`src/rtl/tpk_pkg.sv`:
```
// Package with the types and codes shared by the byte packer modules.
package tpk_pkg;

  localparam int TPK_CMD_W      = 3;
  localparam int TPK_STATUS_W   = 2;
  localparam int TPK_VALUE_W    = 64;
  localparam int TPK_COUNT_W    = 4;
  localparam int TPK_QUEUE_DEPTH = 2;

  localparam logic [TPK_CMD_W-1:0] CMD_BYTE   = 3'd0;
  localparam logic [TPK_CMD_W-1:0] CMD_INT29  = 3'd1;
  localparam logic [TPK_CMD_W-1:0] CMD_UINT29 = 3'd2;
  localparam logic [TPK_CMD_W-1:0] CMD_INT32  = 3'd3;
  localparam logic [TPK_CMD_W-1:0] CMD_UINT32 = 3'd4;
  localparam logic [TPK_CMD_W-1:0] CMD_DOUBLE = 3'd5;

  localparam logic [TPK_STATUS_W-1:0] ST_OK     = 2'd0;
  localparam logic [TPK_STATUS_W-1:0] ST_RANGE  = 2'd1;
  localparam logic [TPK_STATUS_W-1:0] ST_BADCMD = 2'd2;

  // One classified request: its bytes left-aligned (first byte in the top
  // byte lane), how many of them to send, and the status of the request.
  typedef struct packed {
    logic [TPK_VALUE_W-1:0]  bytes;
    logic [TPK_COUNT_W-1:0]  count;
    logic [TPK_STATUS_W-1:0] status;
  } tpk_item_t;

endpackage

```
`src/rtl/tpk_front.sv`:
```
// Front end: range checks a request and builds its byte sequence.
module tpk_front
  import tpk_pkg::*;
(
  input  logic [TPK_CMD_W-1:0]          command,
  input  logic signed [TPK_VALUE_W-1:0] value,
  output tpk_item_t                     item
);

  // Variable-length U29 form: seven bits per byte, continuation bit set on
  // all but the last, except that the four-byte form ends in a full eight bits.
  function automatic tpk_item_t u29_pack(input logic [28:0] v);
    tpk_item_t r;
    r.status = ST_OK;
    r.bytes  = '0;
    if (v[28:7] == '0) begin
      r.bytes[63:56] = {1'b0, v[6:0]};
      r.count        = 4'd1;
    end else if (v[28:14] == '0) begin
      r.bytes[63:48] = {1'b1, v[13:7], 1'b0, v[6:0]};
      r.count        = 4'd2;
    end else if (v[28:21] == '0) begin
      r.bytes[63:40] = {1'b1, v[20:14], 1'b1, v[13:7], 1'b0, v[6:0]};
      r.count        = 4'd3;
    end else begin
      r.bytes[63:32] = {1'b1, v[28:22], 1'b1, v[21:15], 1'b1, v[14:8], v[7:0]};
      r.count        = 4'd4;
    end
    return r;
  endfunction

  logic [TPK_VALUE_W-1:0] raw;
  tpk_item_t              err_item;

  assign raw = value;

  always_comb begin
    err_item.bytes  = '0;
    err_item.count  = 4'd1;
    err_item.status = ST_RANGE;
    item            = err_item;
    unique case (command)
      CMD_BYTE: begin
        if (raw[63:8] == '0) begin
          item.bytes  = {raw[7:0], 56'd0};
          item.status = ST_OK;
        end
      end
      CMD_INT29: begin
        if ((&raw[63:28]) || (raw[63:28] == '0)) begin
          item = u29_pack(raw[28:0]);
        end
      end
      CMD_UINT29: begin
        if (raw[63:29] == '0) begin
          item = u29_pack(raw[28:0]);
        end
      end
      CMD_INT32: begin
        if ((&raw[63:31]) || (raw[63:31] == '0)) begin
          item.bytes  = {raw[31:0], 32'd0};
          item.count  = 4'd4;
          item.status = ST_OK;
        end
      end
      CMD_UINT32: begin
        if (raw[63:32] == '0) begin
          item.bytes  = {raw[31:0], 32'd0};
          item.count  = 4'd4;
          item.status = ST_OK;
        end
      end
      CMD_DOUBLE: begin
        item.bytes  = raw;
        item.count  = 4'd8;
        item.status = ST_OK;
      end
      default: begin
        item.status = ST_BADCMD;
      end
    endcase
  end

endmodule

```
`src/rtl/tpk_queue.sv`:
```
// Small queue of classified requests between the front and back ends.
module tpk_queue
  import tpk_pkg::*;
#(
  parameter int DEPTH = TPK_QUEUE_DEPTH
) (
  input  logic      clk,
  input  logic      rst,
  input  logic      push,
  input  tpk_item_t push_item,
  input  logic      pop,
  output tpk_item_t head,
  output logic      empty,
  output logic      full
);

  localparam int PTR_W  = (DEPTH > 1) ? $clog2(DEPTH) : 1;
  localparam int FILL_W = $clog2(DEPTH + 1);

  tpk_item_t         mem [DEPTH];
  logic [PTR_W-1:0]  wr_ptr;
  logic [PTR_W-1:0]  rd_ptr;
  logic [FILL_W-1:0] fill;
  logic              do_push;
  logic              do_pop;

  assign empty   = (fill == '0);
  assign full    = (fill == FILL_W'(DEPTH));
  assign do_push = push && !full;
  assign do_pop  = pop && !empty;
  assign head    = mem[rd_ptr];

  function automatic logic [PTR_W-1:0] ptr_inc(input logic [PTR_W-1:0] p);
    return (p == PTR_W'(DEPTH - 1)) ? '0 : p + 1'b1;
  endfunction

  always_ff @(posedge clk) begin
    if (do_push) begin
      mem[wr_ptr] <= push_item;
    end
  end

  always_ff @(posedge clk) begin
    if (rst) begin
      wr_ptr <= '0;
      rd_ptr <= '0;
      fill   <= '0;
    end else begin
      if (do_push) begin
        wr_ptr <= ptr_inc(wr_ptr);
      end
      if (do_pop) begin
        rd_ptr <= ptr_inc(rd_ptr);
      end
      if (do_push && !do_pop) begin
        fill <= fill + 1'b1;
      end else if (do_pop && !do_push) begin
        fill <= fill - 1'b1;
      end
    end
  end

endmodule

```
`src/rtl/tpk_back.sv`:
```
// Back end: sends the bytes of each queued request, one a cycle.
module tpk_back
  import tpk_pkg::*;
(
  input  logic                    clk,
  input  logic                    rst,
  input  tpk_item_t               head,
  input  logic                    empty,
  output logic                    pop,
  output logic                    strobe,
  output logic [7:0]              out_byte,
  output logic                    last,
  output logic [TPK_STATUS_W-1:0] status
);

  logic                    active;
  logic [TPK_VALUE_W-1:0]  cur_bytes;
  logic [TPK_COUNT_W-1:0]  remaining;
  logic [TPK_STATUS_W-1:0] cur_status;
  logic                    on_last;
  logic                    load;

  assign on_last = (remaining == 4'd1);
  // Take the next request when idle or while sending the final byte.
  assign load    = !active || on_last;
  assign pop     = load && !empty;

  always_ff @(posedge clk) begin
    if (rst) begin
      active    <= 1'b0;
      remaining <= '0;
      strobe    <= 1'b0;
    end else begin
      strobe <= active;
      if (load) begin
        active <= !empty;
        if (!empty) begin
          remaining <= head.count;
        end
      end else begin
        remaining <= remaining - 1'b1;
      end
    end
  end

  always_ff @(posedge clk) begin
    out_byte <= cur_bytes[63:56];
    last     <= on_last;
    status   <= cur_status;
    if (load) begin
      cur_bytes  <= head.bytes;
      cur_status <= head.status;
    end else begin
      cur_bytes <= {cur_bytes[55:0], 8'd0};
    end
  end

endmodule

```
`src/rtl/typed_value_byte_packer_unit.sv`:
```
// Top level of the typed value byte packer.
//
// Each request carries a command and a 64-bit value and is turned into its
// serialised bytes, sent one per cycle on out_byte with strobe high and
// last marking the final byte of the request. A raw byte gives one byte, a
// 29-bit integer one to four bytes in the variable-length U29 form, a
// 32-bit integer four bytes and a double eight bytes, big-endian. A value
// out of range for its command, or an unknown command, gives a single
// result with out_byte zero, last high and a non-zero status. A request is
// taken at a rising edge with start high and busy low. While a request is
// being sent the output runs at one byte per cycle; the byte sender in the
// back end sets this rate. When the block is idle a taken request is
// written into the queue, loaded into the sender's shift register and then
// registered onto out_byte, and consecutive requests follow each other on
// the output with no gap. The receiver cannot stall: every result is shown
// for exactly one cycle. Requests are classified on entry and wait in a
// queue of QUEUE_DEPTH entries; busy is high while that queue is full.
module typed_value_byte_packer_unit
  import tpk_pkg::*;
#(
  parameter int QUEUE_DEPTH = TPK_QUEUE_DEPTH
) (
  input  logic                          clk,
  input  logic                          rst,
  input  logic                          start,
  output logic                          busy,
  input  logic [TPK_CMD_W-1:0]          command,
  input  logic signed [TPK_VALUE_W-1:0] value,
  output logic                          strobe,
  output logic [7:0]                    out_byte,
  output logic                          last,
  output logic [TPK_STATUS_W-1:0]       status
);

  tpk_item_t front_item;
  tpk_item_t head;
  logic      q_empty;
  logic      q_full;
  logic      pop;

  // The front end is purely combinational: a request is checked and packed
  // in the cycle it is taken and written straight into the queue.
  tpk_front u_front (
    .command (command),
    .value   (value),
    .item    (front_item)
  );

  assign busy = q_full;

  tpk_queue #(
    .DEPTH (QUEUE_DEPTH)
  ) u_queue (
    .clk       (clk),
    .rst       (rst),
    .push      (start && !busy),
    .push_item (front_item),
    .pop       (pop),
    .head      (head),
    .empty     (q_empty),
    .full      (q_full)
  );

  // The back end takes the next request from the queue while it sends the
  // final byte of the current one, so the output stays fully occupied while the queue holds requests.
  tpk_back u_back (
    .clk      (clk),
    .rst      (rst),
    .head     (head),
    .empty    (q_empty),
    .pop      (pop),
    .strobe   (strobe),
    .out_byte (out_byte),
    .last     (last),
    .status   (status)
  );

endmodule

```
`config.mk`:
```
export PLATFORM = sky130hd
export DESIGN_NAME = typed_value_byte_packer_unit
export DESIGN_NICKNAME = d
export VERILOG_FILES = /design/src/rtl/tpk_pkg.sv /design/src/rtl/tpk_front.sv /design/src/rtl/tpk_queue.sv /design/src/rtl/tpk_back.sv /design/src/rtl/typed_value_byte_packer_unit.sv
export SDC_FILE = /design/constraint.sdc
export NUM_CORES = 1
export LEC_CHECK = 0
export BUFFER_PORTS_ARGS = -buffer_cell sky130_fd_sc_hd__buf_2
export CAP_MARGIN = 20
export CORE_UTILIZATION = 30
export CTS_CLUSTER_DIAMETER = 200
export DETAILED_ROUTE_END_ITERATION = 6
export GPL_TIMING_DRIVEN = 0
export HOLD_SLACK_MARGIN = 0.06
export PLACE_DENSITY = 0.5
export SETUP_SLACK_MARGIN = 0.1
export SLEW_MARGIN = 20
export SYNTH_ARGS = -nofsm -noshare
export SYNTH_HDL_FRONTEND = slang
export SYNTH_HIERARCHICAL = 1
export SYNTH_SLANG_ARGS = --single-unit
```
`constraint.sdc`:
```
create_clock -name clk -period 3.1 [get_ports clk]
set_input_delay 0.31 -clock clk [delete_from_list [all_inputs] [get_ports clk]]
set_output_delay 0.31 -clock clk [all_outputs]
set_load 0.03 [all_outputs]
```
Word level (Yosys, flattened, before mapping)

Memory sizes are Yosys's and may differ from the RTL's. A register that Yosys moved wholly into a read port is not among the register bits.
Cells that the tools add are included.

Flip-flop bits (word level): 87
RAM bits: 140
Bits of input ports: 70
Output and inout bits: 13
Logic and storage cells: 82
Memories: 1

$add $sub $neg: 5
Equality and inequality tests: 8
Mux-type cells: 29
Reductions and logical operators: 27

Memories:

| name        | words | width | read ports | clocked after Yosys merged registers in | wr ports | RTL line        | text |
|---|---|---|---|---|---|---|---|
| u_queue.mem | 2     | 70    | 1          | 1                                       | 1        | tpk_queue.sv:20 | `tpk_item_t mem [DEPTH];` |

Operators by type and width:

| cell               | count |
|---|---|
| $pmux 64 s6        | 1 |
| $mux 70            | 4 |
| $mux 64            | 2 |
| $logic_not 56->1   | 1 |
| $logic_not 36->1   | 1 |
| $reduce_and 36->1  | 1 |
| $logic_not 35->1   | 1 |
| $logic_not 33->1   | 1 |
| $reduce_and 33->1  | 1 |
| $logic_not 32->1   | 1 |
| $mux 16            | 2 |
| $mux 24            | 1 |
| $mux 23            | 1 |
| $logic_not 22->1   | 1 |
| $pmux 4 s5         | 1 |
| $mux 8             | 2 |
| $logic_not 15->1   | 1 |
| $mux 4             | 3 |
| $pmux 2 s6         | 1 |
| $logic_not 8->1    | 1 |
| $mux 1             | 7 |
| $eq 3x2->1 const B | 2 |
| $eq 3x3->1 const B | 2 |
| $logic_and 1x1->1  | 6 |
| 15 further kinds   | 24 |

Longest topological paths before layout

Depth in word-level cells: 8
Gate-level depth with buffers: 10

Cells and area by module

The synthesis kept the hierarchy.

Modules (own cells, without submodules):

| module                       | instances | cells an instance | area each (sq um) | seq. area each (sq um) |
|---|---|---|---|---|
| tpk_queue                    | 1         | 243               | 5250.0            | 4304.1 |
| tpk_back                     | 1         | 185               | 2668.8            | 1681.6 |
| tpk_front                    | 1         | 302               | 1960.6            | 0.0 |
| typed_value_byte_packer_unit | 1         | 1                 | 13.8              | 0.0 |

Worst setup path after synthesis

Ideal clock, no wire load.

Kind: register to register
Start point: register u_queue.fill[1]
End point: memory u_queue/mem[1][0] in the netlist's numbering (enable)
Library setup time: 0.436 ns
Data arrival time: 2.502 ns
Path slack: 0.162 ns
Stages on the path, launching flop included: 6
Period minus slack after synthesis: 2.938 ns
Cell sequence: dfxtp_1 nor2b_2 nor2b_4 inv_1 nor2_1 and2_1

Cells in the longest elaborated chain, start to end: 6

Ends and longest elaborated chain:

| item                             | RTL line                                            | text |
|---|---|---|
| from (decl)                      | tpk_queue.sv:23                                     | `logic [FILL_W-1:0] fill;` |
| from (signal assigned)           | tpk_queue.sv:56                                     | `fill <= fill + 1'b1;` |
| from (signal assigned)           | tpk_queue.sv:58                                     | `fill <= fill - 1'b1;` |
| $eq 2x2->1 (*)                   | tpk_queue.sv:28                                     | `assign full = (fill == FILL_W'(DEPTH));` |
| named net busy                   | typed_value_byte_packer_unit.sv:26                  | `output logic busy,` |
| $logic_not 1->1 (*)              | tpk_queue.sv:29, typed_value_byte_packer_unit.sv:56 |  |
| $logic_and 1x1->1                | typed_value_byte_packer_unit.sv:56                  | `.push (start && !busy),` |
| $logic_and 1x1->1 (*)            | tpk_queue.sv:29                                     | `assign do_push = push && !full;` |
| named net u_queue.do_push        | tpk_queue.sv:24                                     | `logic do_push;` |
| $mux 1 (*)                       | tpk_queue.sv:38                                     | `if (do_push) begin` |
| $mux 1 (not written as such) (*) | tpk_queue.sv:39                                     | `mem[wr_ptr] <= push_item;` |
| to (decl)                        | tpk_queue.sv:20                                     |  |

Mark *: on every way through the listed nets, which the timed path passes. The rest lies on a longest branch.

Final worst setup path

Start point: register u_back.remaining[0]
End point: register u_queue.fill[1]

Cells in the longest elaborated chain, start to end: 7
Elaborated cells on any way between the ends: 9
Classes of those cells: 1 x eq/ne; 1 x mux; 7 x reduce/logical

Ends and longest elaborated chain:

| item                                        | RTL line                           | text |
|---|---|---|
| from (decl)                                 | tpk_back.sv:18                     | `logic [TPK_COUNT_W-1:0] remaining;` |
| from (signal assigned)                      | tpk_back.sv:38                     | `remaining <= head.count;` |
| from (signal assigned)                      | tpk_back.sv:41                     | `remaining <= remaining - 1'b1;` |
| $eq 4x1->1 (*)                              | tpk_back.sv:23                     | `assign on_last = (remaining == 4'd1);` |
| $logic_or 1x1->1 (*)                        | tpk_back.sv:25                     | `assign load = !active \|\| on_last;` |
| $logic_and 1x1->1 (*)                       | tpk_back.sv:26                     | `assign pop = load && !empty;` |
| named net pop                               | typed_value_byte_packer_unit.sv:39 | `logic pop;` |
| $logic_and 1x1->1 (*)                       | tpk_queue.sv:30                    | `assign do_pop = pop && !empty;` |
| $logic_not 1->1                             | tpk_queue.sv:55                    | `if (do_push && !do_pop) begin` |
| $logic_and 1x1->1                           | tpk_queue.sv:55                    |  |
| $mux 2 or $reduce_bool 2->1 (tied branches) | -                                  |  |

Marked as above.
A chain may end at the register's enable or synchronous reset.

==> reports/qor.txt <==
POWER AND IR DROP
--------------------------------------------------------------------------------
Total power                                                              10.1 mW
Leakage                                                                  4.24 nW
Cell internal pwr                                                        7.16 mW
Fraction of power consumed by sequential logic                             44.1%
Sw frac                                                                    29.0%
Switching power                                                          2.93 mW
VDD IR-drop max                                                           372 uV
Share of total power in combinational logic                                27.1%
Power Dens Cells                                                      861 mW/mm2
Part of the total power dissipated in the clock network                    28.8%

DIE
--------------------------------------------------------------------------------
Starting density of the core                                               30.5%
Full die area                                                         0.0337 mm2
Area of the core                                                      0.0325 mm2
Floorplan die width                                                       184 um
Cell Rows                                                                     66
Vertical die dimension                                                    184 um
Number of top-level pins                                                      83

TIMING
--------------------------------------------------------------------------------
Fin crit share                                                             80.0%
Finish-stage setup viols                                                       0
RSZ-0062 raised after global routing                                          no
Final Hold Fails                                                               0
Slew at the pin closest to its max-slew limit                             795 ps
Worst Setup Slack, final                                                  620 ps
Worst clock skew on the final layout                                     16.4 ps
Total count of max-transition violations in the final report                   0
Worst hold slack                                                          110 ps
Total negative slack                                                        0 ps
Highest clock frequency the design can meet                            0.403 GHz
Worst max-slew margin expressed relative to the limit                      46.5%
Min Clock Period, post-route                                             2480 ps

YOSYS
--------------------------------------------------------------------------------
Synth top area share                                                       43.1%
Post-synthesis net count                                                     805
Yosys warning count                                                            6
Ys async rst share                                                            0%
Top cell type by total area after synthesis                         sky130_fd_sc_hd__edfxtp_1
Number of synthesized flops with an enable pin                               142
Most used standard cell by instance count after synthesis           sky130_fd_sc_hd__edfxtp_1
Mean instance size in the synthesized netlist                           13.5 um2
Most instantiated cells after synthesis                             sky130_fd_sc_hd__edfxtp_1, sky130_fd_sc_hd__mux2_2, sky130_fd_sc_hd__dfxtp_1
Cell types with the largest area share after synthesis              sky130_fd_sc_hd__edfxtp_1, sky130_fd_sc_hd__dfxtp_1, sky130_fd_sc_hd__mux2_2
Area of the mapped netlist                                           0.00989 mm2
Synth cell types                                                              66
Seq/Total Area, Yosys                                                      60.5%
Most used flip-flop cell after synthesis                            sky130_fd_sc_hd__edfxtp_1
Total of flip-flops plus latches after synthesis                             228
Synth Instances                                                              731

CTS
--------------------------------------------------------------------------------
CTS buffer count                                                              26
Sink Count                                                                   228
CTS Buffer Depth                                                               3
CTS Hold Buffers Added                                                         0
Number of setup buffers added after CTS                                        0
Clk Tree Root Cell                                                  sky130_fd_sc_hd__clkbuf_16
Insertion delay to the later sink of the worst-skew pair                  530 ps
CTS tree                                                                   built
Resize count post-CTS                                                          0
CTS clk-pin slew, worst paths                                              60 ps
H-tree depth reported by CTS                                                   1

FINISH
--------------------------------------------------------------------------------
Synth-to-Final Area Change                                                 18.4%
Final-stage net count                                                        916
Antenna diode count                                                            0
Footprint of the multi-input gates                                   0.00363 mm2
Fill cells                                                                  3143
Fraction of final layout cells with drive strength greater than 1          35.4%
Sequential standard cell area                                        0.00599 mm2

DETAILED ROUTING
--------------------------------------------------------------------------------
Met1 Wirelength                                                          13.4 mm
First-pass DRT Iterations                                                      6
Number of nets with antenna violations after detailed routing                  0
Remaining design rule violation count                                          0
Violation count after the first detailed-routing iteration                   553
Post-detailed-route via-to-cell ratio                                       5.10
Length of routed met3 wiring                                             1.55 mm
Average wire per standard cell                                           22.8 um
WL met2                                                                  13.9 mm
Routed wire length                                                       29.7 mm
Max layer used                                                              met4
Total vias in the final route                                               6652

STATUS
--------------------------------------------------------------------------------
Outcome                                                             complete, no violations

PLACE
--------------------------------------------------------------------------------
Placement Setup Slack                                                     317 ps
Number of buffer cells added on primary ports                                 81
Routability congestion estimate from global placement                      0.880
HPWL after detailed placement                                            21.2 mm

WORST SETUP PATH
--------------------------------------------------------------------------------
Worst Path Arrival                                                       2940 ps
Worst path slowest cell                                             sky130_fd_sc_hd__dfxtp_1
Critical Path, Cell by Cell                                         ha_1 > or3b_1 > buf_6 > a21oi_1 > o21ai_0 > ha_1 > or3_1 > a21oi_1
Required time of the critical path                                       3560 ps
Number of cell instances on the worst register-to-register path                8
Largest driver fanout on the critical path                                     5
CP peak stage delay                                                       400 ps
Crit end category                                                           flop
Worst setup path category                                             reg -> reg
Worst Setup Start Kind                                                      flop

GLOBAL ROUTE
--------------------------------------------------------------------------------
Number of antenna violations at the first check in global routing              1
Overall Global Routing Usage                                               17.6%
Congestion Overflow GR                                                         0
Number of global-route vias before repair                                   6584
Global-route wire length before repair                                   43.2 mm
Largest net degree at the start of global routing                             39

WORST HOLD PATH
--------------------------------------------------------------------------------
Worst hold stages                                                              2
Hold crit path type                                                    in -> reg

FLOW RUN
--------------------------------------------------------------------------------
# Max-Cap Violations                                                           0

flip-flops by register name, indices dropped and copies added, names as in the netlist, named ones only:
name,flops
u_back/cur_status,2
u_queue/wr_ptr,1
u_back/remaining,4
u_queue/mem,140
u_back/status,2
u_back/out_byte,8
u_back/cur_bytes,64
u_back/last,1
u_back/active,1
u_back/strobe,1
u_queue/fill,2
u_queue/rd_ptr,1
power groups by stage:
stage          Combinational, mW  Clock [mW]  Sequential [mW]
5_1_grt                     2.95        3.09             4.53
3_5_place_dp                2.76           0             4.52
4_1_cts                     2.78        2.98             4.46
2_1_floorplan               1.77           0             4.58
3_3_place_gp                2.71           0             4.55
6_report                    2.73        2.91             4.45
placed cells by master (no fill, tap or decap), drive strengths merged, types with 18 or more instances in the layout:
cell type,count
dfxtp,86
and2,42
nand4,18
a21oi,25
nor2,21
buf,112
edfxtp,142
mux2,126
nor4,19
nand2,30
clkbuf,53
o21ai,39
metal layers:
metal  track usage [%]  vias to the layer above
met4              6.23                        0
met1              23.9                     3332
met2              28.2                      219
met3              3.13                       76
met5                 0                        -
li1                  -                     3025
per-stage QoR:
step                      util (%)  area [um2]  std cells
after global routing          36.1       11700       1304
after global placement        33.4       10900       1254
final                         36.1       11700       1304
after floorplan                  -        9890        731
after CTS                     36.1       11700       1304
after detailed placement      33.6       10900       1256
logic make-up after synthesis:
kind of cell / Yosys count / share of synthesized area (%)
AOI/OAI and AO/OA: 139 / 10.1
xor gates and xnor gates: 3 / 0.266
adders and majority gates: 4 / 0.506
buffers and inverters: 48 / 2.78
DFF: 228 / 60.5
muxes: 126 / 14.3
and+or+nand+nor: 183 / 11.5
final cells by class:
class                   instances  area share, %
clock buffers                  44           6.40
clock inverters                 4          0.470
plain buffers                  38           2.03
inverters                      10          0.342
flip-flops and latches        228           51.1
well taps                     442           4.72
multi-input cells             455           31.0
repair buffers                 83           3.93
critical path: cells and delay by family (launching register included):
| kind | cells | cell delay [ps] |
|---|---|---|
| compound gates | 3 | 620 |
| flops | 1 | 400 |
| fa+ha+maj | 2 | 530 |
| simple gates | 2 | 710 |
| buf+inv | 1 | 150 |
path summary, 6_finish.rpt:
check                                         from                            to  slack [ps]
setup / recovery  u_back/remaining[0]$_SDFFE_PP0P_  u_queue/fill[1]$_SDFFE_PP0P_         620
hold / removal                                 rst  u_queue/fill[0]$_SDFFE_PP0P_         110
setup reg to reg  u_back/remaining[0]$_SDFFE_PP0P_  u_queue/fill[1]$_SDFFE_PP0P_         620
hold reg to reg       u_back/cur_bytes[59]$_DFF_P_    u_back/out_byte[3]$_DFF_P_         320
No activity file was read; power rests on OpenSTA's default activity.
